**config.mk**
```make
export PLATFORM = sky130hd
export DESIGN_NAME = flight_phase_detector_core_flat
export DESIGN_NICKNAME = d
export VERILOG_FILES = /design/src/hw/rtl/fpd_pkg.sv /design/src/hw/rtl/fpd_if.sv /design/src/hw/rtl/fpd_window.sv /design/src/hw/rtl/fpd_rate.sv /design/src/hw/rtl/fpd_phase.sv /design/src/hw/rtl/flight_phase_detector_core.sv /design/src/flat_wrapper.sv
export SDC_FILE = /design/constraint.sdc
export NUM_CORES = 2
export LEC_CHECK = 0
export BUFFER_PORTS_ARGS = -buffer_cell sky130_fd_sc_hd__buf_2
export CORE_ASPECT_RATIO = 1.25
export CORE_MARGIN = 3
export CORE_UTILIZATION = 44
export CTS_CLUSTER_DIAMETER = 150
export DETAILED_ROUTE_END_ITERATION = 10
export REMOVE_ABC_BUFFERS = 1
export SETUP_SLACK_MARGIN = 0.15
export SYNTH_ARGS = -nofsm -noshare
export SYNTH_HDL_FRONTEND = slang
export SYNTH_SLANG_ARGS = --single-unit
```
**constraint.sdc**
```tcl
create_clock -name clock -period 21.2 [get_ports clock]
set_clock_uncertainty 0.15 [all_clocks]
set_input_delay 2.12 -clock clock [delete_from_list [all_inputs] [get_ports clock]]
set_output_delay 2.12 -clock clock [all_outputs]
set_load 0.01 [all_outputs]
```
**src/hw/rtl/fpd_pkg.sv**
```systemverilog
// Flight phase detector: shared widths, codes, transaction structs and the
// camera pulse lookup. No dependencies; every other file imports this one.
`timescale 1ns / 1ps
`default_nettype none

package fpd_pkg;

   localparam int WINDOW_LEN_DEF = 60;
   localparam int CHECK_PERIOD_S = 1;
   localparam int ALT_HYSTERESIS = 750;

   // field widths
   localparam int CMD_W    = 2;
   localparam int ALT_W    = 18;
   localparam int PRESS_W  = 17;
   localparam int PHASE_W  = 3;
   localparam int DIR_W    = 2;
   localparam int PULSE_W  = 10;

   // configuration
   localparam int CSR_IDX_W  = 3;
   localparam int CSR_DATA_W = 17;
   localparam int GND_W      = 14;
   localparam int TROP_W     = 15;
   localparam int LAND_W     = 17;
   localparam int RISE_W     = 11;
   localparam int SINK_W     = 12;

   // the window sum telescopes to the difference of two samples, so it stays
   // within one bit more than a single delta
   localparam int ADELTA_W = ALT_W + 1;
   localparam int PDELTA_W = PRESS_W + 1;
   localparam int ASUM_W   = ADELTA_W + 1;
   localparam int PSUM_W   = PDELTA_W + 1;
   localparam int CMP_W    = 32;
   localparam int THR_W    = 20;

   localparam logic signed [CMP_W-1:0] M_TO_CM   = CMP_W'(100);
   localparam logic signed [CMP_W-1:0] PA_TO_CM  = CMP_W'(-9);
   localparam logic signed [CMP_W-1:0] CMP_ZERO  = CMP_W'(0);
   localparam logic signed [THR_W-1:0] HYST      = THR_W'(ALT_HYSTERESIS);

   localparam logic [GND_W-1:0]         GND_RST  = GND_W'(1500);
   localparam logic [TROP_W-1:0]        TROP_RST = TROP_W'(12500);
   localparam logic [LAND_W-1:0]        LAND_RST = LAND_W'(3600);
   localparam logic [RISE_W-1:0]        RISE_RST = RISE_W'(200);
   localparam logic signed [SINK_W-1:0] SINK_RST = SINK_W'(-200);

   typedef enum logic [CMD_W-1:0] {
      CMD_SAMPLE  = 2'd0,
      CMD_RESTART = 2'd1,
      CMD_FORCE   = 2'd2
   } cmd_type;

   typedef enum logic [CSR_IDX_W-1:0] {
      CSR_GROUND    = 3'd0,
      CSR_TROP      = 3'd1,
      CSR_LANDING   = 3'd2,
      CSR_RISE      = 3'd3,
      CSR_SINK      = 3'd4,
      CSR_TEST_MODE = 3'd5
   } csr_type;

   typedef enum logic [PHASE_W-1:0] {
      PH_NOFIX       = 3'd0,
      PH_GROUND      = 3'd1,
      PH_TAKEOFF     = 3'd2,
      PH_STRATO_UP   = 3'd3,
      PH_STRATO_FALL = 3'd4,
      PH_FALLING     = 3'd5,
      PH_LANDING     = 3'd6,
      PH_HOVER       = 3'd7
   } phase_type;

   typedef enum logic [DIR_W-1:0] {
      DIR_HOVER = 2'd0,
      DIR_UP    = 2'd1,
      DIR_DOWN  = 2'd2
   } dir_type;

   typedef struct packed {
      logic sample;
      logic clear;
      logic force_phase;
   } op_type;

   typedef struct packed {
      logic [GND_W-1:0]         ground;
      logic [TROP_W-1:0]        trop;
      logic [LAND_W-1:0]        land;
      logic [RISE_W-1:0]        rise;
      logic signed [SINK_W-1:0] sink;
   } cfg_type;

   typedef struct packed {
      op_type                   op;
      phase_type                forced;
      logic                     full;
      logic signed [ALT_W-1:0]  alt;
      logic signed [ASUM_W-1:0] asum;
      logic signed [PSUM_W-1:0] psum;
   } win_type;

   typedef struct packed {
      logic lt_gnd;
      logic lt_trop;
      logic lt_trop_lo;
      logic lt_trop_hi;
      logic lt_land;
      logic lt_land_hi;
   } alt_flags_type;

   typedef struct packed {
      op_type        op;
      phase_type     forced;
      logic          full;
      logic          rise_hit;
      logic          rise_pos;
      logic          sink_hit;
      logic          sink_neg;
      alt_flags_type flags;
   } cmp_type;

   function automatic logic [PULSE_W-1:0] pulse_ms(phase_type ph);
      logic [PULSE_W-1:0] ms;
      case (ph)
         PH_STRATO_UP:   ms = PULSE_W'(100);
         PH_STRATO_FALL: ms = PULSE_W'(300);
         PH_FALLING:     ms = PULSE_W'(500);
         PH_LANDING:     ms = PULSE_W'(800);
         default:        ms = '0;
      endcase
      return ms;
   endfunction

endpackage

`default_nettype wire

```
**src/hw/rtl/fpd_if.sv**
```systemverilog
// Flight phase detector: sample and result channels (valid/ready + payload).
// Depends on fpd_pkg for field widths.
`timescale 1ns / 1ps
`default_nettype none

interface fpd_req_if;
   import fpd_pkg::*;
   logic                    valid;
   logic                    ready;
   logic [CMD_W-1:0]        command;
   logic                    gps_fix;
   logic signed [ALT_W-1:0] altitude_m;
   logic [PRESS_W-1:0]      pressure_pa;
   logic [PHASE_W-1:0]      forced_phase;

   modport source (output valid, command, gps_fix, altitude_m, pressure_pa, forced_phase,
                   input ready);
   modport sink   (input valid, command, gps_fix, altitude_m, pressure_pa, forced_phase,
                   output ready);
endinterface

interface fpd_rsp_if;
   import fpd_pkg::*;
   logic               valid;
   logic               ready;
   logic [PHASE_W-1:0] phase;
   logic [DIR_W-1:0]   direction;
   logic               phase_changed;
   logic               landing_trigger;
   logic               window_full;
   logic [PULSE_W-1:0] camera_pulse_ms;

   modport source (output valid, phase, direction, phase_changed, landing_trigger,
                   window_full, camera_pulse_ms, input ready);
   modport sink   (input valid, phase, direction, phase_changed, landing_trigger,
                   window_full, camera_pulse_ms, output ready);
endinterface

`default_nettype wire

```
**src/hw/rtl/fpd_window.sv**
```systemverilog
// Flight phase detector: delta rings in two synchronous memories and the
// running window sums (read at accept, modify and write back on leaving).
// Depends on fpd_pkg.
`timescale 1ns / 1ps
`default_nettype none

module fpd_window #(
   parameter int WINDOW_LEN = fpd_pkg::WINDOW_LEN_DEF
) (
   input  logic                            clock,
   input  logic                            reset,
   input  logic                            clear,
   input  logic                            in_valid,
   output logic                            in_ready,
   input  fpd_pkg::op_type                 in_op,
   input  logic signed [fpd_pkg::ALT_W-1:0] in_alt,
   input  logic [fpd_pkg::PRESS_W-1:0]     in_press,
   input  fpd_pkg::phase_type              in_forced,
   output logic                            out_valid,
   input  logic                            out_ready,
   output fpd_pkg::win_type                out_data
);
   import fpd_pkg::*;

   localparam int SLOT_W = $clog2(WINDOW_LEN);
   localparam int FILL_W = $clog2(WINDOW_LEN + 1);
   localparam logic [SLOT_W-1:0] SLOT_LAST = SLOT_W'(WINDOW_LEN - 1);
   localparam logic [FILL_W-1:0] FILL_MAX  = FILL_W'(WINDOW_LEN);

   logic signed [ADELTA_W-1:0] alt_ring_mem   [WINDOW_LEN];
   logic signed [PDELTA_W-1:0] press_ring_mem [WINDOW_LEN];

   logic [SLOT_W-1:0]          rd_slot_ff, rd_slot_in;
   logic                       p1_valid_ff, p1_valid_in;
   op_type                     p1_op_ff;
   logic signed [ALT_W-1:0]    p1_alt_ff;
   logic [PRESS_W-1:0]         p1_press_ff;
   phase_type                  p1_forced_ff;
   logic [SLOT_W-1:0]          p1_slot_ff;
   logic signed [ADELTA_W-1:0] alt_old_ff;
   logic signed [PDELTA_W-1:0] press_old_ff;

   logic signed [ALT_W-1:0]    last_alt_ff, last_alt_in;
   logic [PRESS_W-1:0]         last_press_ff, last_press_in;
   logic signed [ASUM_W-1:0]   asum_ff, asum_in, asum_new;
   logic signed [PSUM_W-1:0]   psum_ff, psum_in, psum_new;
   logic [FILL_W-1:0]          fill_ff, fill_in, fill_new;

   logic                       accept;
   logic                       fire;
   logic                       first;
   logic                       full_before;
   logic signed [ADELTA_W-1:0] alt_step;
   logic signed [PDELTA_W-1:0] press_step;
   logic signed [ASUM_W-1:0]   alt_drop;
   logic signed [PSUM_W-1:0]   press_drop;

   assign in_ready = !p1_valid_ff || out_ready;
   assign accept   = in_valid && in_ready;
   assign fire     = p1_valid_ff && out_ready;

   // read pointer runs at accept time; each sample owns the slot it read
   always_comb begin
      rd_slot_in = rd_slot_ff;
      if (clear) begin
         rd_slot_in = '0;
      end else if (accept) begin
         if (in_op.clear) begin
            rd_slot_in = '0;
         end else if (in_op.sample) begin
            rd_slot_in = (rd_slot_ff == SLOT_LAST) ? '0 : rd_slot_ff + 1'b1;
         end
      end
   end

   assign p1_valid_in = in_ready ? in_valid : p1_valid_ff;

   always_ff @(posedge clock) begin
      if (reset) begin
         rd_slot_ff  <= '0;
         p1_valid_ff <= 1'b0;
      end else begin
         rd_slot_ff  <= rd_slot_in;
         p1_valid_ff <= p1_valid_in;
      end
   end

   always_ff @(posedge clock) begin
      if (accept) begin
         p1_op_ff     <= in_op;
         p1_alt_ff    <= in_alt;
         p1_press_ff  <= in_press;
         p1_forced_ff <= in_forced;
         p1_slot_ff   <= rd_slot_ff;
      end
   end

   // ring memories: registered read at accept, write back when the item leaves
   always_ff @(posedge clock) begin
      if (accept) begin
         alt_old_ff   <= alt_ring_mem[rd_slot_ff];
         press_old_ff <= press_ring_mem[rd_slot_ff];
      end
   end

   always_ff @(posedge clock) begin
      if (fire && p1_op_ff.sample) begin
         alt_ring_mem[p1_slot_ff]   <= alt_step;
         press_ring_mem[p1_slot_ff] <= press_step;
      end
   end

   assign first       = (fill_ff == '0);
   assign full_before = (fill_ff == FILL_MAX);

   always_comb begin
      alt_step   = first ? '0 : ADELTA_W'(p1_alt_ff) - ADELTA_W'(last_alt_ff);
      press_step = first ? '0 : PDELTA_W'(p1_press_ff) - PDELTA_W'(last_press_ff);
      alt_drop   = full_before ? ASUM_W'(alt_old_ff) : '0;
      press_drop = full_before ? PSUM_W'(press_old_ff) : '0;
   end

   always_comb begin
      asum_new = asum_ff;
      psum_new = psum_ff;
      fill_new = fill_ff;
      if (p1_op_ff.clear) begin
         asum_new = '0;
         psum_new = '0;
         fill_new = '0;
      end else if (p1_op_ff.sample) begin
         asum_new = asum_ff + ASUM_W'(alt_step) - alt_drop;
         psum_new = psum_ff + PSUM_W'(press_step) - press_drop;
         fill_new = full_before ? fill_ff : fill_ff + 1'b1;
      end
   end

   always_comb begin
      asum_in       = asum_ff;
      psum_in       = psum_ff;
      fill_in       = fill_ff;
      last_alt_in   = last_alt_ff;
      last_press_in = last_press_ff;
      if (clear) begin
         asum_in = '0;
         psum_in = '0;
         fill_in = '0;
      end else if (fire) begin
         asum_in = asum_new;
         psum_in = psum_new;
         fill_in = fill_new;
         if (p1_op_ff.sample) begin
            last_alt_in   = p1_alt_ff;
            last_press_in = p1_press_ff;
         end
      end
   end

   always_ff @(posedge clock) begin
      if (reset) begin
         asum_ff       <= '0;
         psum_ff       <= '0;
         fill_ff       <= '0;
         last_alt_ff   <= '0;
         last_press_ff <= '0;
      end else begin
         asum_ff       <= asum_in;
         psum_ff       <= psum_in;
         fill_ff       <= fill_in;
         last_alt_ff   <= last_alt_in;
         last_press_ff <= last_press_in;
      end
   end

   assign out_valid = p1_valid_ff;

   always_comb begin
      out_data.op     = p1_op_ff;
      out_data.forced = p1_forced_ff;
      out_data.full   = (fill_new == FILL_MAX);
      out_data.alt    = p1_alt_ff;
      out_data.asum   = asum_new;
      out_data.psum   = psum_new;
   end

endmodule

`default_nettype wire

```
**src/hw/rtl/fpd_rate.sv**
```systemverilog
// Flight phase detector: vertical rate scaling and threshold compares over two
// pipeline stages (scale and threshold products, then compares).
// Depends on fpd_pkg.
`timescale 1ns / 1ps
`default_nettype none

module fpd_rate #(
   parameter int WINDOW_LEN = fpd_pkg::WINDOW_LEN_DEF
) (
   input  logic              clock,
   input  logic              reset,
   input  fpd_pkg::cfg_type  cfg,
   input  logic              in_valid,
   output logic              in_ready,
   input  fpd_pkg::win_type  in_data,
   output logic              out_valid,
   input  logic              out_ready,
   output fpd_pkg::cmp_type  out_data
);
   import fpd_pkg::*;

   localparam logic signed [CMP_W-1:0] SPAN = CMP_W'(WINDOW_LEN * CHECK_PERIOD_S);

   logic                    p2_valid_ff, p2_valid_in;
   win_type                 p2_ff;
   logic                    p3_valid_ff, p3_valid_in;
   op_type                  p3_op_ff;
   phase_type               p3_forced_ff;
   logic                    p3_full_ff;
   logic signed [CMP_W-1:0] p3_rate_ff;
   logic signed [CMP_W-1:0] p3_up_thr_ff;
   logic signed [CMP_W-1:0] p3_dn_thr_ff;
   alt_flags_type           p3_flags_ff;

   logic                    p3_load;
   logic                    p2_move;
   logic signed [THR_W-1:0] alt_x;
   logic signed [THR_W-1:0] gnd_x;
   logic signed [THR_W-1:0] trop_x;
   logic signed [THR_W-1:0] land_x;
   logic signed [CMP_W-1:0] rate;
   logic signed [CMP_W-1:0] up_thr;
   logic signed [CMP_W-1:0] dn_thr;
   alt_flags_type           flags;

   assign p3_load  = !p3_valid_ff || out_ready;
   assign in_ready = !p2_valid_ff || p3_load;
   assign p2_move  = p2_valid_ff && p3_load;

   assign p2_valid_in = in_ready ? in_valid : p2_valid_ff;
   assign p3_valid_in = p3_load ? p2_valid_ff : p3_valid_ff;

   always_ff @(posedge clock) begin
      if (reset) begin
         p2_valid_ff <= 1'b0;
         p3_valid_ff <= 1'b0;
      end else begin
         p2_valid_ff <= p2_valid_in;
         p3_valid_ff <= p3_valid_in;
      end
   end

   always_ff @(posedge clock) begin
      if (in_valid && in_ready) begin
         p2_ff <= in_data;
      end
   end

   // altitude thresholds with their hysteresis variants
   always_comb begin
      alt_x = THR_W'(p2_ff.alt);
      gnd_x = THR_W'(cfg.ground);
      trop_x = THR_W'(cfg.trop);
      land_x = THR_W'(cfg.land);
      flags.lt_gnd     = alt_x < gnd_x;
      flags.lt_trop    = alt_x < trop_x;
      flags.lt_trop_lo = alt_x < (trop_x - HYST);
      flags.lt_trop_hi = alt_x < (trop_x + HYST);
      flags.lt_land    = alt_x < land_x;
      flags.lt_land_hi = alt_x < (land_x + HYST);
   end

   // rate times the window span, in cm: GPS above ground level, baro below
   always_comb begin
      rate   = flags.lt_gnd ? CMP_W'(p2_ff.psum) * PA_TO_CM
                            : CMP_W'(p2_ff.asum) * M_TO_CM;
      up_thr = CMP_W'({1'b0, cfg.rise}) * SPAN;
      dn_thr = CMP_W'(cfg.sink) * SPAN;
   end

   always_ff @(posedge clock) begin
      if (p2_move) begin
         p3_op_ff     <= p2_ff.op;
         p3_forced_ff <= p2_ff.forced;
         p3_full_ff   <= p2_ff.full;
         p3_rate_ff   <= rate;
         p3_up_thr_ff <= up_thr;
         p3_dn_thr_ff <= dn_thr;
         p3_flags_ff  <= flags;
      end
   end

   assign out_valid = p3_valid_ff;

   always_comb begin
      out_data.op       = p3_op_ff;
      out_data.forced   = p3_forced_ff;
      out_data.full     = p3_full_ff;
      out_data.rise_hit = p3_rate_ff > p3_up_thr_ff;
      out_data.rise_pos = p3_rate_ff > CMP_ZERO;
      out_data.sink_hit = p3_rate_ff < p3_dn_thr_ff;
      out_data.sink_neg = p3_rate_ff < CMP_ZERO;
      out_data.flags    = p3_flags_ff;
   end

endmodule

`default_nettype wire

```
**src/hw/rtl/fpd_phase.sv**
```systemverilog
// Flight phase detector: direction and phase state with hysteresis, and the
// result register that drives the result channel.
// Depends on fpd_pkg.
`timescale 1ns / 1ps
`default_nettype none

module fpd_phase (
   input  logic                         clock,
   input  logic                         reset,
   input  logic                         clear,
   input  logic                         in_valid,
   output logic                         in_ready,
   input  fpd_pkg::cmp_type             in_data,
   output logic                         rsp_valid,
   input  logic                         rsp_ready,
   output logic [fpd_pkg::PHASE_W-1:0]  rsp_phase,
   output logic [fpd_pkg::DIR_W-1:0]    rsp_direction,
   output logic                         rsp_phase_changed,
   output logic                         rsp_landing_trigger,
   output logic                         rsp_window_full,
   output logic [fpd_pkg::PULSE_W-1:0]  rsp_camera_pulse_ms
);
   import fpd_pkg::*;

   logic               p4_valid_ff, p4_valid_in;
   cmp_type            p4_ff;
   phase_type          phase_ff, phase_in, phase_new;
   dir_type            dir_ff, dir_in, dir_new;
   logic               landing_new;

   logic               rsp_valid_ff, rsp_valid_in;
   logic [PHASE_W-1:0] rsp_phase_ff, rsp_phase_in;
   logic [DIR_W-1:0]   rsp_dir_ff, rsp_dir_in;
   logic               rsp_changed_ff, rsp_changed_in;
   logic               rsp_landing_ff, rsp_landing_in;
   logic               rsp_full_ff, rsp_full_in;
   logic [PULSE_W-1:0] rsp_pulse_ff, rsp_pulse_in;

   logic               out_load;
   logic               fire;
   logic               rise_go;
   logic               sink_go;
   logic               below_trop;
   logic               below_land;

   assign out_load = !rsp_valid_ff || rsp_ready;
   assign in_ready = !p4_valid_ff || out_load;
   assign fire     = p4_valid_ff && out_load;

   assign p4_valid_in  = in_ready ? in_valid : p4_valid_ff;
   assign rsp_valid_in = out_load ? p4_valid_ff : rsp_valid_ff;

   always_ff @(posedge clock) begin
      if (in_valid && in_ready) begin
         p4_ff <= in_data;
      end
   end

   // next state: direction first, then phase from direction and altitude
   always_comb begin
      phase_new   = phase_ff;
      dir_new     = dir_ff;
      landing_new = 1'b0;
      rise_go     = (dir_ff == DIR_UP) ? p4_ff.rise_pos : p4_ff.rise_hit;
      sink_go     = (dir_ff == DIR_DOWN) ? p4_ff.sink_neg : p4_ff.sink_hit;
      below_land  = (phase_ff == PH_LANDING) ? p4_ff.flags.lt_land_hi : p4_ff.flags.lt_land;
      case (phase_ff)
         PH_STRATO_UP: below_trop = p4_ff.flags.lt_trop_lo;
         PH_FALLING:   below_trop = p4_ff.flags.lt_trop_hi;
         default:      below_trop = p4_ff.flags.lt_trop;
      endcase

      if (p4_ff.op.clear) begin
         phase_new = PH_NOFIX;
         dir_new   = DIR_HOVER;
      end else if (p4_ff.op.force_phase) begin
         phase_new = p4_ff.forced;
      end else if (p4_ff.op.sample && p4_ff.full) begin
         if (rise_go) begin
            dir_new = DIR_UP;
         end else if (sink_go) begin
            dir_new = DIR_DOWN;
         end else begin
            dir_new = DIR_HOVER;
         end
         case (dir_new)
            DIR_HOVER: phase_new = p4_ff.flags.lt_gnd ? PH_GROUND : PH_HOVER;
            DIR_UP:    phase_new = below_trop ? PH_TAKEOFF : PH_STRATO_UP;
            default: begin
               if (!below_trop) begin
                  phase_new = PH_STRATO_FALL;
               end else if (below_land) begin
                  phase_new   = PH_LANDING;
                  landing_new = 1'b1;
               end else begin
                  phase_new = PH_FALLING;
               end
            end
         endcase
      end
   end

   always_comb begin
      phase_in = phase_ff;
      dir_in   = dir_ff;
      if (clear) begin
         phase_in = PH_NOFIX;
         dir_in   = DIR_HOVER;
      end else if (fire) begin
         phase_in = phase_new;
         dir_in   = dir_new;
      end
   end

   always_ff @(posedge clock) begin
      if (reset) begin
         p4_valid_ff  <= 1'b0;
         rsp_valid_ff <= 1'b0;
         phase_ff     <= PH_NOFIX;
         dir_ff       <= DIR_HOVER;
      end else begin
         p4_valid_ff  <= p4_valid_in;
         rsp_valid_ff <= rsp_valid_in;
         phase_ff     <= phase_in;
         dir_ff       <= dir_in;
      end
   end

   // result fields
   always_comb begin
      rsp_phase_in   = rsp_phase_ff;
      rsp_dir_in     = rsp_dir_ff;
      rsp_changed_in = rsp_changed_ff;
      rsp_landing_in = rsp_landing_ff;
      rsp_full_in    = rsp_full_ff;
      rsp_pulse_in   = rsp_pulse_ff;
      if (fire) begin
         rsp_phase_in   = phase_new;
         rsp_dir_in     = dir_new;
         rsp_changed_in = (phase_new != phase_ff);
         rsp_landing_in = landing_new;
         rsp_full_in    = p4_ff.full;
         rsp_pulse_in   = pulse_ms(phase_new);
      end
   end

   always_ff @(posedge clock) begin
      rsp_phase_ff   <= rsp_phase_in;
      rsp_dir_ff     <= rsp_dir_in;
      rsp_changed_ff <= rsp_changed_in;
      rsp_landing_ff <= rsp_landing_in;
      rsp_full_ff    <= rsp_full_in;
      rsp_pulse_ff   <= rsp_pulse_in;
   end

   assign rsp_valid           = rsp_valid_ff;
   assign rsp_phase           = rsp_phase_ff;
   assign rsp_direction       = rsp_dir_ff;
   assign rsp_phase_changed   = rsp_changed_ff;
   assign rsp_landing_trigger = rsp_landing_ff;
   assign rsp_window_full     = rsp_full_ff;
   assign rsp_camera_pulse_ms = rsp_pulse_ff;

endmodule

`default_nettype wire

```
**src/hw/rtl/flight_phase_detector_core.sv**
```systemverilog
// Flight phase detector, top level. Each accepted transaction passes the ring
// read with sum update, rate scaling, compares and the phase update into the
// result register; each stage holds while the stage after it is full.
// Throughput: one transaction per cycle while the result channel is ready;
// the ring memories take one read and one write per cycle.
// Reset (synchronous) clears the pipeline, sums, fill count and phase state and
// loads the default thresholds; the ring memories are not cleared.
`timescale 1ns / 1ps
`default_nettype none

module flight_phase_detector_core #(
   parameter int WINDOW_LEN = fpd_pkg::WINDOW_LEN_DEF
) (
   input  logic                            clock,
   input  logic                            reset,
   fpd_req_if.sink                         req_ch,
   fpd_rsp_if.source                       rsp_ch,
   input  logic                            csr_write_en,
   input  logic [fpd_pkg::CSR_IDX_W-1:0]   csr_index,
   input  logic [fpd_pkg::CSR_DATA_W-1:0]  csr_wdata
);
   import fpd_pkg::*;

   cfg_type cfg_ff, cfg_in;
   logic    test_mode_ff, test_mode_in;
   logic    cfg_clear;
   op_type  req_op;

   logic    win_valid;
   logic    win_ready;
   win_type win_data;
   logic    cmp_valid;
   logic    cmp_ready;
   cmp_type cmp_data;

   always_comb begin
      cfg_in       = cfg_ff;
      test_mode_in = test_mode_ff;
      if (csr_write_en) begin
         case (csr_index)
            CSR_GROUND:    cfg_in.ground = csr_wdata[GND_W-1:0];
            CSR_TROP:      cfg_in.trop   = csr_wdata[TROP_W-1:0];
            CSR_LANDING:   cfg_in.land   = csr_wdata[LAND_W-1:0];
            CSR_RISE:      cfg_in.rise   = csr_wdata[RISE_W-1:0];
            CSR_SINK:      cfg_in.sink   = csr_wdata[SINK_W-1:0];
            CSR_TEST_MODE: test_mode_in  = csr_wdata[0];
            default: ;
         endcase
      end
   end

   // a threshold write restarts the mission; a test mode write does not
   assign cfg_clear = csr_write_en && (csr_index inside {[CSR_GROUND:CSR_SINK]});

   always_ff @(posedge clock) begin
      if (reset) begin
         cfg_ff       <= '{ground: GND_RST, trop: TROP_RST, land: LAND_RST,
                           rise: RISE_RST, sink: SINK_RST};
         test_mode_ff <= 1'b0;
      end else begin
         cfg_ff       <= cfg_in;
         test_mode_ff <= test_mode_in;
      end
   end

   // decode the command once; later stages see only the resulting action
   always_comb begin
      req_op = '0;
      case (req_ch.command)
         CMD_SAMPLE: begin
            req_op.sample = !test_mode_ff && req_ch.gps_fix;
            req_op.clear  = !test_mode_ff && !req_ch.gps_fix;
         end
         CMD_RESTART: req_op.clear       = 1'b1;
         CMD_FORCE:   req_op.force_phase = test_mode_ff;
         default: ;
      endcase
   end

   fpd_window #(
      .WINDOW_LEN (WINDOW_LEN)
   ) u_window (
      .clock     (clock),
      .reset     (reset),
      .clear     (cfg_clear),
      .in_valid  (req_ch.valid),
      .in_ready  (req_ch.ready),
      .in_op     (req_op),
      .in_alt    (req_ch.altitude_m),
      .in_press  (req_ch.pressure_pa),
      .in_forced (phase_type'(req_ch.forced_phase)),
      .out_valid (win_valid),
      .out_ready (win_ready),
      .out_data  (win_data)
   );

   fpd_rate #(
      .WINDOW_LEN (WINDOW_LEN)
   ) u_rate (
      .clock     (clock),
      .reset     (reset),
      .cfg       (cfg_ff),
      .in_valid  (win_valid),
      .in_ready  (win_ready),
      .in_data   (win_data),
      .out_valid (cmp_valid),
      .out_ready (cmp_ready),
      .out_data  (cmp_data)
   );

   fpd_phase u_phase (
      .clock               (clock),
      .reset               (reset),
      .clear               (cfg_clear),
      .in_valid            (cmp_valid),
      .in_ready            (cmp_ready),
      .in_data             (cmp_data),
      .rsp_valid           (rsp_ch.valid),
      .rsp_ready           (rsp_ch.ready),
      .rsp_phase           (rsp_ch.phase),
      .rsp_direction       (rsp_ch.direction),
      .rsp_phase_changed   (rsp_ch.phase_changed),
      .rsp_landing_trigger (rsp_ch.landing_trigger),
      .rsp_window_full     (rsp_ch.window_full),
      .rsp_camera_pulse_ms (rsp_ch.camera_pulse_ms)
   );

endmodule

`default_nettype wire

```
**src/flat_wrapper.sv**
```systemverilog
// flat-port wrapper written by rule: the top's interface ports become plain ports
module flight_phase_detector_core_flat import fpd_pkg::*;
#(
   parameter int WINDOW_LEN = fpd_pkg::WINDOW_LEN_DEF
)
  (clock, reset, csr_write_en, csr_index, csr_wdata, req_ch_valid, req_ch_command, req_ch_gps_fix, req_ch_altitude_m, req_ch_pressure_pa, req_ch_forced_phase, req_ch_ready, rsp_ch_valid, rsp_ch_phase, rsp_ch_direction, rsp_ch_phase_changed, rsp_ch_landing_trigger, rsp_ch_window_full, rsp_ch_camera_pulse_ms, rsp_ch_ready);
  fpd_req_if req_ch_i ();
  fpd_rsp_if rsp_ch_i ();
  input  logic clock;
  input  logic reset;
  input  logic csr_write_en;
  input  logic [fpd_pkg::CSR_IDX_W-1:0] csr_index;
  input  logic [fpd_pkg::CSR_DATA_W-1:0] csr_wdata;
  input wire logic [$bits(req_ch_i.valid)-1:0] req_ch_valid;
  input wire logic [$bits(req_ch_i.command)-1:0] req_ch_command;
  input wire logic [$bits(req_ch_i.gps_fix)-1:0] req_ch_gps_fix;
  input wire logic [$bits(req_ch_i.altitude_m)-1:0] req_ch_altitude_m;
  input wire logic [$bits(req_ch_i.pressure_pa)-1:0] req_ch_pressure_pa;
  input wire logic [$bits(req_ch_i.forced_phase)-1:0] req_ch_forced_phase;
  output wire logic [$bits(req_ch_i.ready)-1:0] req_ch_ready;
  output wire logic [$bits(rsp_ch_i.valid)-1:0] rsp_ch_valid;
  output wire logic [$bits(rsp_ch_i.phase)-1:0] rsp_ch_phase;
  output wire logic [$bits(rsp_ch_i.direction)-1:0] rsp_ch_direction;
  output wire logic [$bits(rsp_ch_i.phase_changed)-1:0] rsp_ch_phase_changed;
  output wire logic [$bits(rsp_ch_i.landing_trigger)-1:0] rsp_ch_landing_trigger;
  output wire logic [$bits(rsp_ch_i.window_full)-1:0] rsp_ch_window_full;
  output wire logic [$bits(rsp_ch_i.camera_pulse_ms)-1:0] rsp_ch_camera_pulse_ms;
  input wire logic [$bits(rsp_ch_i.ready)-1:0] rsp_ch_ready;
  assign req_ch_i.valid = req_ch_valid;
  assign req_ch_i.command = req_ch_command;
  assign req_ch_i.gps_fix = req_ch_gps_fix;
  assign req_ch_i.altitude_m = req_ch_altitude_m;
  assign req_ch_i.pressure_pa = req_ch_pressure_pa;
  assign req_ch_i.forced_phase = req_ch_forced_phase;
  assign req_ch_ready = req_ch_i.ready;
  assign rsp_ch_valid = rsp_ch_i.valid;
  assign rsp_ch_phase = rsp_ch_i.phase;
  assign rsp_ch_direction = rsp_ch_i.direction;
  assign rsp_ch_phase_changed = rsp_ch_i.phase_changed;
  assign rsp_ch_landing_trigger = rsp_ch_i.landing_trigger;
  assign rsp_ch_window_full = rsp_ch_i.window_full;
  assign rsp_ch_camera_pulse_ms = rsp_ch_i.camera_pulse_ms;
  assign rsp_ch_i.ready = rsp_ch_ready;
  flight_phase_detector_core #(.WINDOW_LEN(WINDOW_LEN)) u_core (.clock(clock), .reset(reset), .req_ch(req_ch_i), .rsp_ch(rsp_ch_i), .csr_write_en(csr_write_en), .csr_index(csr_index), .csr_wdata(csr_wdata));
endmodule
```
* After elaboration in Yosys (flattened, before gate mapping)
Memory sizes are Yosys's and may differ from the RTL's. A register that Yosys moved wholly into a read port is not among the register bits.
Cells that the tools add are included.
** Storage, ports and cells
- Flip-flop bits (word level) :: 402
- Latch bits :: 0
- RAM bits :: 2220
- ROM bits :: 0
- Bits of input ports :: 66
- Output and inout port bits :: 20
- Word-level logic and storage cells :: 202
- Memories :: 2
** Memories
- u_core.u_window.alt_ring_mem :: words 60, width 19, read ports 1, clocked after memory_dff 1, wr ports 1, line fpd_window.sv:30 : logic signed [ADELTA_W-1:0] alt_ring_mem [WINDOW_LEN];
- u_core.u_window.press_ring_mem :: words 60, width 18, read ports 1, clocked after memory_dff 1, wr ports 1, line fpd_window.sv:31 : logic signed [PDELTA_W-1:0] press_ring_mem [WINDOW_LEN];
** Cells by class
- Add/subtract/negate cells :: 11
- $mul :: 4
- Divide/modulo/power cells :: 0
- Magnitude comparators :: 12
- Equality and inequality tests :: 21
- Shifts and indexed selects :: 0
- Multiplexer cells :: 41
- Bitwise gates (word level) :: 3
- Reduce and logical (&&, ||, !) cells :: 38
** Operators by type and width (number)
- $mux 19 :: 4
- $mux 20 :: 3
- $pmux 10 s4 :: 1
- $lt 18x16->1 :: 2
- $mux 6 :: 6
- $gt 32x1->1 const B :: 1
- $gt 32x18->1 :: 1
- $lt 32x1->1 const B :: 1
- $lt 32x32->1 :: 1
- $mux 32 :: 1
- $mul 20x6->26 const B :: 1
- $mul 19x5->24 const B :: 1
- $eq 3x3->1 const B :: 7
- $add 20x19->20 :: 1
- $mux 2 :: 10
- $sub 20x20->20 :: 1
- $add 19x18->19 :: 1
- $lt 18x19->1 :: 1
- $sub 18x18->19 :: 1
- $sub 19x19->19 :: 1
- $add 17x10->18 const B :: 1
- $eq 6x6->1 const B :: 3
- $lt 18x15->1 :: 1
- $lt 18x17->1 :: 1
- other kinds (31) :: 78

* Longest topological paths before layout
- Word-level depth :: 14
- Mapped depth :: 23
- Gate-level depth less buffers :: 23

* Cells and area by module
Synthesis repeated with hierarchy kept, for this count alone.
** Unflattened totals
- Cell total of the unflattened synthesis :: 6478
- Area total of the unflattened synthesis :: 115324.4 µm²
** Modules (own cells, without submodules)
- fpd_window :: times used 1, cells an instance 4603, area each 95749.3 µm², sequential area each 70928.0 µm²
- fpd_rate :: times used 1, cells an instance 1453, area each 14844.2 µm², sequential area each 4154.0 µm²
- flight_phase_detector_core :: times used 1, cells an instance 280, area each 2880.3 µm², sequential area each 1401.3 µm²
- fpd_phase :: times used 1, cells an instance 142, area each 1850.5 µm², sequential area each 1101.1 µm²

* Worst setup path before layout
No wires, ideal clock.
- Path kind :: in2reg
- Start point :: input port rsp_ch_ready
- End point :: register u_core.u_window.rd_slot_ff[5]
- Setup time :: 66 ps
- Arrival time :: 8080 ps
- Required time :: 20984 ps
- Slack :: 12905 ps
- Stages :: 8
- Path buffers :: 1
- Cell sequence :: nor2b_1 > and3_1 > clkbuf_1 > a31oi_1 > nor3b_2 > nand4_1 > xor2_1 > nor2_1
** Between the ends
- Cells in the longest elaborated chain, start to end :: 7
** RTL lines
- start: declaration :: line flat_wrapper.sv:28 : input wire logic [$bits(rsp_ch_i.ready)-1:0] rsp_ch_ready;
- $logic_or 1x1->1 :: line fpd_phase.sv:46 : assign out_load = !rsp_valid_ff || rsp_ready;
- $logic_or 1x1->1 :: line fpd_phase.sv:47 : assign in_ready = !p4_valid_ff || out_load;
- $logic_or 1x1->1 :: line fpd_rate.sv:46 : assign p3_load = !p3_valid_ff || out_ready;
- $logic_or 1x1->1 :: line fpd_rate.sv:47 : assign in_ready = !p2_valid_ff || p3_load;
- $logic_or 1x1->1 :: line fpd_window.sv:58 : assign in_ready = !p1_valid_ff || out_ready;
- $logic_and 1x1->1 :: line fpd_window.sv:59 : assign accept = in_valid && in_ready;
- named net u_core.u_window.accept :: line fpd_window.sv:49 : logic accept;
- $reduce_and 2->1 (no line)
- end signal: assignment :: line fpd_window.sv:83 : rd_slot_ff <= rd_slot_in;
- end: declaration :: line fpd_window.sv:33 : logic [SLOT_W-1:0] rd_slot_ff, rd_slot_in;
The timed path passes the listed nets, and every way through them passes these cells.
A chain may end at the register's enable or synchronous reset.

* Worst setup path in the final report
- Start point :: input port rsp_ch_ready
- End point :: memory u_core.u_window.press_ring_mem[38][9] (netlist name), enable pin
** Between the ends
- Cells in the longest elaborated chain, start to end :: 8
** RTL lines
- $logic_or 1x1->1 :: line fpd_phase.sv:46
- $logic_or 1x1->1 :: line fpd_phase.sv:47
- $logic_or 1x1->1 :: line fpd_rate.sv:46
- $logic_or 1x1->1 :: line fpd_rate.sv:47
- $logic_and 1x1->1 :: line fpd_window.sv:60 : assign fire = p1_valid_ff && out_ready;
- $logic_and 1x1->1 :: line fpd_window.sv:107 : if (fire && p1_op_ff.sample) begin
- $mux 1 :: line fpd_window.sv:107
- $mux 1 (not written as such) :: line fpd_window.sv:109 : press_ring_mem[p1_slot_ff] <= press_step;
- end: declaration :: line fpd_window.sv:31
No other way between the ends.

==> flow_metrics.env <==
export IMPL_status="complete, no violations"
export IMPL_ys_seq_elements=2639
export IMPL_critPathKind="in -> reg"
export IMPL_p_int_mw=8.887
export IMPL_power_frac_clock_pct=41.1
export IMPL_cts_tree="yes"
export IMPL_hold_end="u_core.u_rate.out_data[15]"
export IMPL_area_growth_pct=12.18
export IMPL_mostFrequentLayoutCell="edfxtp_1"
export IMPL_synthDistinctLibCells=81
export IMPL_leakage_nw=39.96
export IMPL_gp_congestion=0.8727
export IMPL_worst_pin_slew_ns=1.041
export IMPL_pre_cts_ws_ns=14.12
export IMPL_grt_util_all_layers_pct=20.10
export IMPL_rsz0062_at_grt="no"
export IMPL_clkTransAtPathRegs_ns=0.06
export IMPL_power_density_mw_per_mm2=89.36
export IMPL_period_share_pct=29.46
export IMPL_start_util_pct=44.39
export IMPL_synth_warnings=0
export IMPL_regToRegStartpoint="u_core.u_window.p1_alt_ff[1]"
export IMPL_grt_pass1_vias=61010
export IMPL_die_area_mm2=0.2664
export IMPL_fin_nets=7242
export IMPL_stdcell_area_mm2=0.1284
export IMPL_synth_edf_count=2473
export IMPL_drv_slew=0
export IMPL_worst_slack_ns=14.95
export IMPL_finalSetupViolations=0
export IMPL_via_count=58220
export IMPL_worstSetupEndpointType="register"
export IMPL_cts_resized=0
export IMPL_pwr_share_seq_pct=50.3
export IMPL_drc=0
export IMPL_placedCellCount=9861
export IMPL_hold_class="reg -> reg"
export IMPL_clock_sinks=2639
export IMPL_syn_area_mm2=0.1145
export IMPL_final_util_pct=49.79
export IMPL_core_mm2=0.2579
export IMPL_fillers=20970
export IMPL_seq_area_frac_synth_pct=67.78
export IMPL_placed_area_mm2=0.1197
export IMPL_fp_dieW_um=462.2
export IMPL_grt_overflow_total=0
export IMPL_boundaryPins=86
export IMPL_cts_buffers=269
export IMPL_grt_pass1_wl_mm=399.5
export IMPL_hold_depth=0
export IMPL_worstHoldStart="u_core.u_rate.p2_ff[62]"
export IMPL_wl_per_cell_um=25.70
export IMPL_finalCriticalPeriod_ns=6.246
export IMPL_portBuffers=83
export IMPL_hold_buffers=0
export IMPL_clkLatencyLatePin_ns=0.85
export IMPL_drt_first_pass_iters=5
export IMPL_post_cts_buffers=0
export IMPL_clock_fmax_mhz=160.1
export IMPL_drt_iter0_drc=4866
export IMPL_via_per_inst=5.629
export IMPL_dp_hpwl_mm=165.7
export IMPL_async_flop_share_pct=0
export IMPL_postRouteAntennaNets=0
export IMPL_syn_avg_cell_area_um2=17.83
export IMPL_power_share_combinational_pct=8.6
export IMPL_cts_buffer_depth=4
export IMPL_maxCapViolCount=0
export IMPL_slew_headroom_pct=30.59
export IMPL_antenna_found_initial=16
export IMPL_postRouteWirelength_mm=265.8
export IMPL_grt_max_degree=145
export IMPL_final_layout_size_suffix_gt1_share_pct=20.60
export IMPL_path_max_fanout=44
export IMPL_reg2reg_depth=21
export IMPL_finalSetupTns_ns=0
export IMPL_crit_required_ns=21.54
export IMPL_hold_viol=0
export IMPL_cts_root_buf="clkbuf_16"
export IMPL_critPathArrivalTime_ns=6.59
export IMPL_rr_endpoint="u_core.u_rate.p2_ff[37]"
export IMPL_setup_worst_path_start_class="input pin"
export IMPL_fin_cells=10340
export IMPL_whs_ns=0.2673
export IMPL_p_total_mw=11.48
export IMPL_p_switching_mw=2.588
export IMPL_ff2ff_setup_slack_ns=15.62
export IMPL_rows=208
export IMPL_htreeDepth=5
export IMPL_final_cell_mix="edfxtp_1 (2473), mux4_2 (703), inv_1 (459)"
export IMPL_synthFlopType="edfxtp_1"
export IMPL_swShare_pct=22.55
export IMPL_vdd_drop_max_mv=0.05970
export IMPL_syn_inst=6421
export IMPL_die_h_um=576.3
cells in the mapped netlist, types with 7 or more instances:
| cell type | instances | area [um^2] |
|---|---|---|
| buf_4 | 38 | 285.3 |
| buf_2 | 28 | 140.1 |
| o21ai_0 | 74 | 370.4 |
| nor4_1 | 16 | 100.1 |
| inv_1 | 459 | 1723 |
| o21a_1 | 32 | 240.2 |
| o22ai_1 | 7 | 43.79 |
| a2111oi_0 | 8 | 70.07 |
| or3_1 | 13 | 81.33 |
| a22oi_1 | 16 | 120.1 |
| buf_1 | 33 | 123.9 |
| nand2_1 | 358 | 1344 |
| xor2_1 | 39 | 341.6 |
| nand4_1 | 25 | 156.4 |
| a31oi_1 | 19 | 118.9 |
| and3_1 | 12 | 75.07 |
| fa_1 | 131 | 2623 |
| o21ai_1 | 58 | 290.3 |
| a211oi_1 | 25 | 187.7 |
| clkbuf_1 | 148 | 555.5 |
| mux2i_1 | 77 | 770.7 |
| mux4_2 | 703 | 15830 |
| a211o_1 | 22 | 192.7 |
| ha_1 | 378 | 4730 |
| or2_2 | 9 | 56.30 |
| nor2b_1 | 34 | 212.7 |
| nand3_1 | 45 | 225.2 |
| o211ai_1 | 11 | 82.58 |
| edfxtp_1 | 2473 | 74260 |
| nor2_1 | 269 | 1010 |
| nand2b_1 | 31 | 193.9 |
| dfxtp_1 | 166 | 3323 |
| xnor2_1 | 133 | 1165 |
| a21o_1 | 65 | 488.0 |
| nor3_1 | 43 | 215.2 |
| nand3b_1 | 20 | 150.1 |
| a21oi_1 | 221 | 1106 |
| o21bai_1 | 18 | 135.1 |
| and4_1 | 8 | 70.07 |
| and2_1 | 50 | 312.8 |
metal layers:
metal  GRT usage [%]  part of all wire (%)  up-vias
met5               0                 0.024        -
met4           5.824                   2.9       12
met3           2.638                   4.5      425
met2           35.58                    52     1376
met1           25.88                    40    30790
li1                -                     -    25620
sequential cells by signal, indices dropped and copies added, names as in the netlist, 7 cells and up:
register,flops
u_core.cfg_ff,69
u_core.u_phase.p4_ff,17
u_core.u_phase.rsp_camera_pulse_ms,7
u_core.u_rate.alt_x,18
u_core.u_rate.out_data,9
u_core.u_rate.p2_ff,46
u_core.u_rate.p3_dn_thr_ff,17
u_core.u_rate.p3_rate_ff,28
u_core.u_rate.p3_up_thr_ff,15
u_core.u_window.alt_old_ff,19
u_core.u_window.alt_ring_mem,1140
u_core.u_window.asum_ff,20
u_core.u_window.last_alt_ff,18
u_core.u_window.last_press_ff,17
u_core.u_window.p1_alt_ff,18
u_core.u_window.p1_press_ff,17
u_core.u_window.press_old_ff,18
u_core.u_window.press_ring_mem,1080
u_core.u_window.psum_ff,19
power by group through the flow:
stage	clock [mW]	sequential, mW	combinational, mW
CTS	4.82	5.78	1.00
detailed placement	0	5.89	0.997
floorplan	0	5.90	0.780
global route	5.04	5.78	1.11
finish	4.71	5.78	0.987
global placement	0	5.89	0.981
logic make-up (layout without fill, tap and decap cells):
group	after synthesis	after routing	synth area share, %
xor+xnor	172	172	1.316
buf+inv	716	1167	2.536
mux	785	785	14.55
simple gates	951	951	3.797
fa+ha+maj	509	509	6.423
compound gates	648	648	3.596
other cells	1	7	0.003276
flops	2639	2639	67.78
worst max-delay path by stage:
stage | startpoint | end | slack (ns) | cells after the start
final | rsp_ch_ready | u_core.u_window.press_ring_mem[38][9] | 14.95 | 12
after global placement | rsp_ch_ready | u_core.u_window.press_ring_mem[38][0] | 14.17 | 12
after CTS | rsp_ch_ready | u_core.u_window.press_ring_mem[38][2] | 15.02 | 12
after detailed placement | rsp_ch_ready | u_core.u_window.press_ring_mem[38][6] | 14.12 | 12
after floorplan | u_core.u_window.rd_slot_ff[0] | u_core.u_window.p1_slot_ff[0] | -4.46 | 0
after global routing | rsp_ch_ready | u_core.u_window.press_ring_mem[38][2] | 14.82 | 12
final cells by class:
cell class / instances / area, um^2 / share of cell area (%)
antenna: 5 / 12.51 / 0.009744
clock buffer: 324 / 7108 / 5.535
clock inverter: 153 / 1575 / 1.227
inverter: 464 / 1743 / 1.357
multi-input combinational: 3067 / 34490 / 26.86
sequential: 2639 / 77600 / 60.43
tap: 3465 / 4335 / 3.376
timing repair buffer: 226 / 1541 / 1.200
worst max-delay path, stage by stage:
cell and delay (ns):
buf_2 0.08, nor2b_1 0.09, and3_1 0.30, nand2_1 0.17
nand2_1 0.09, buf_4 0.27, clkinv_2 0.54, nand2_1 0.37
nor2_1 0.36, nand3_1 0.73, nor2_4 0.94, buf_4 0.46
(Power assumes the default switching activity.)
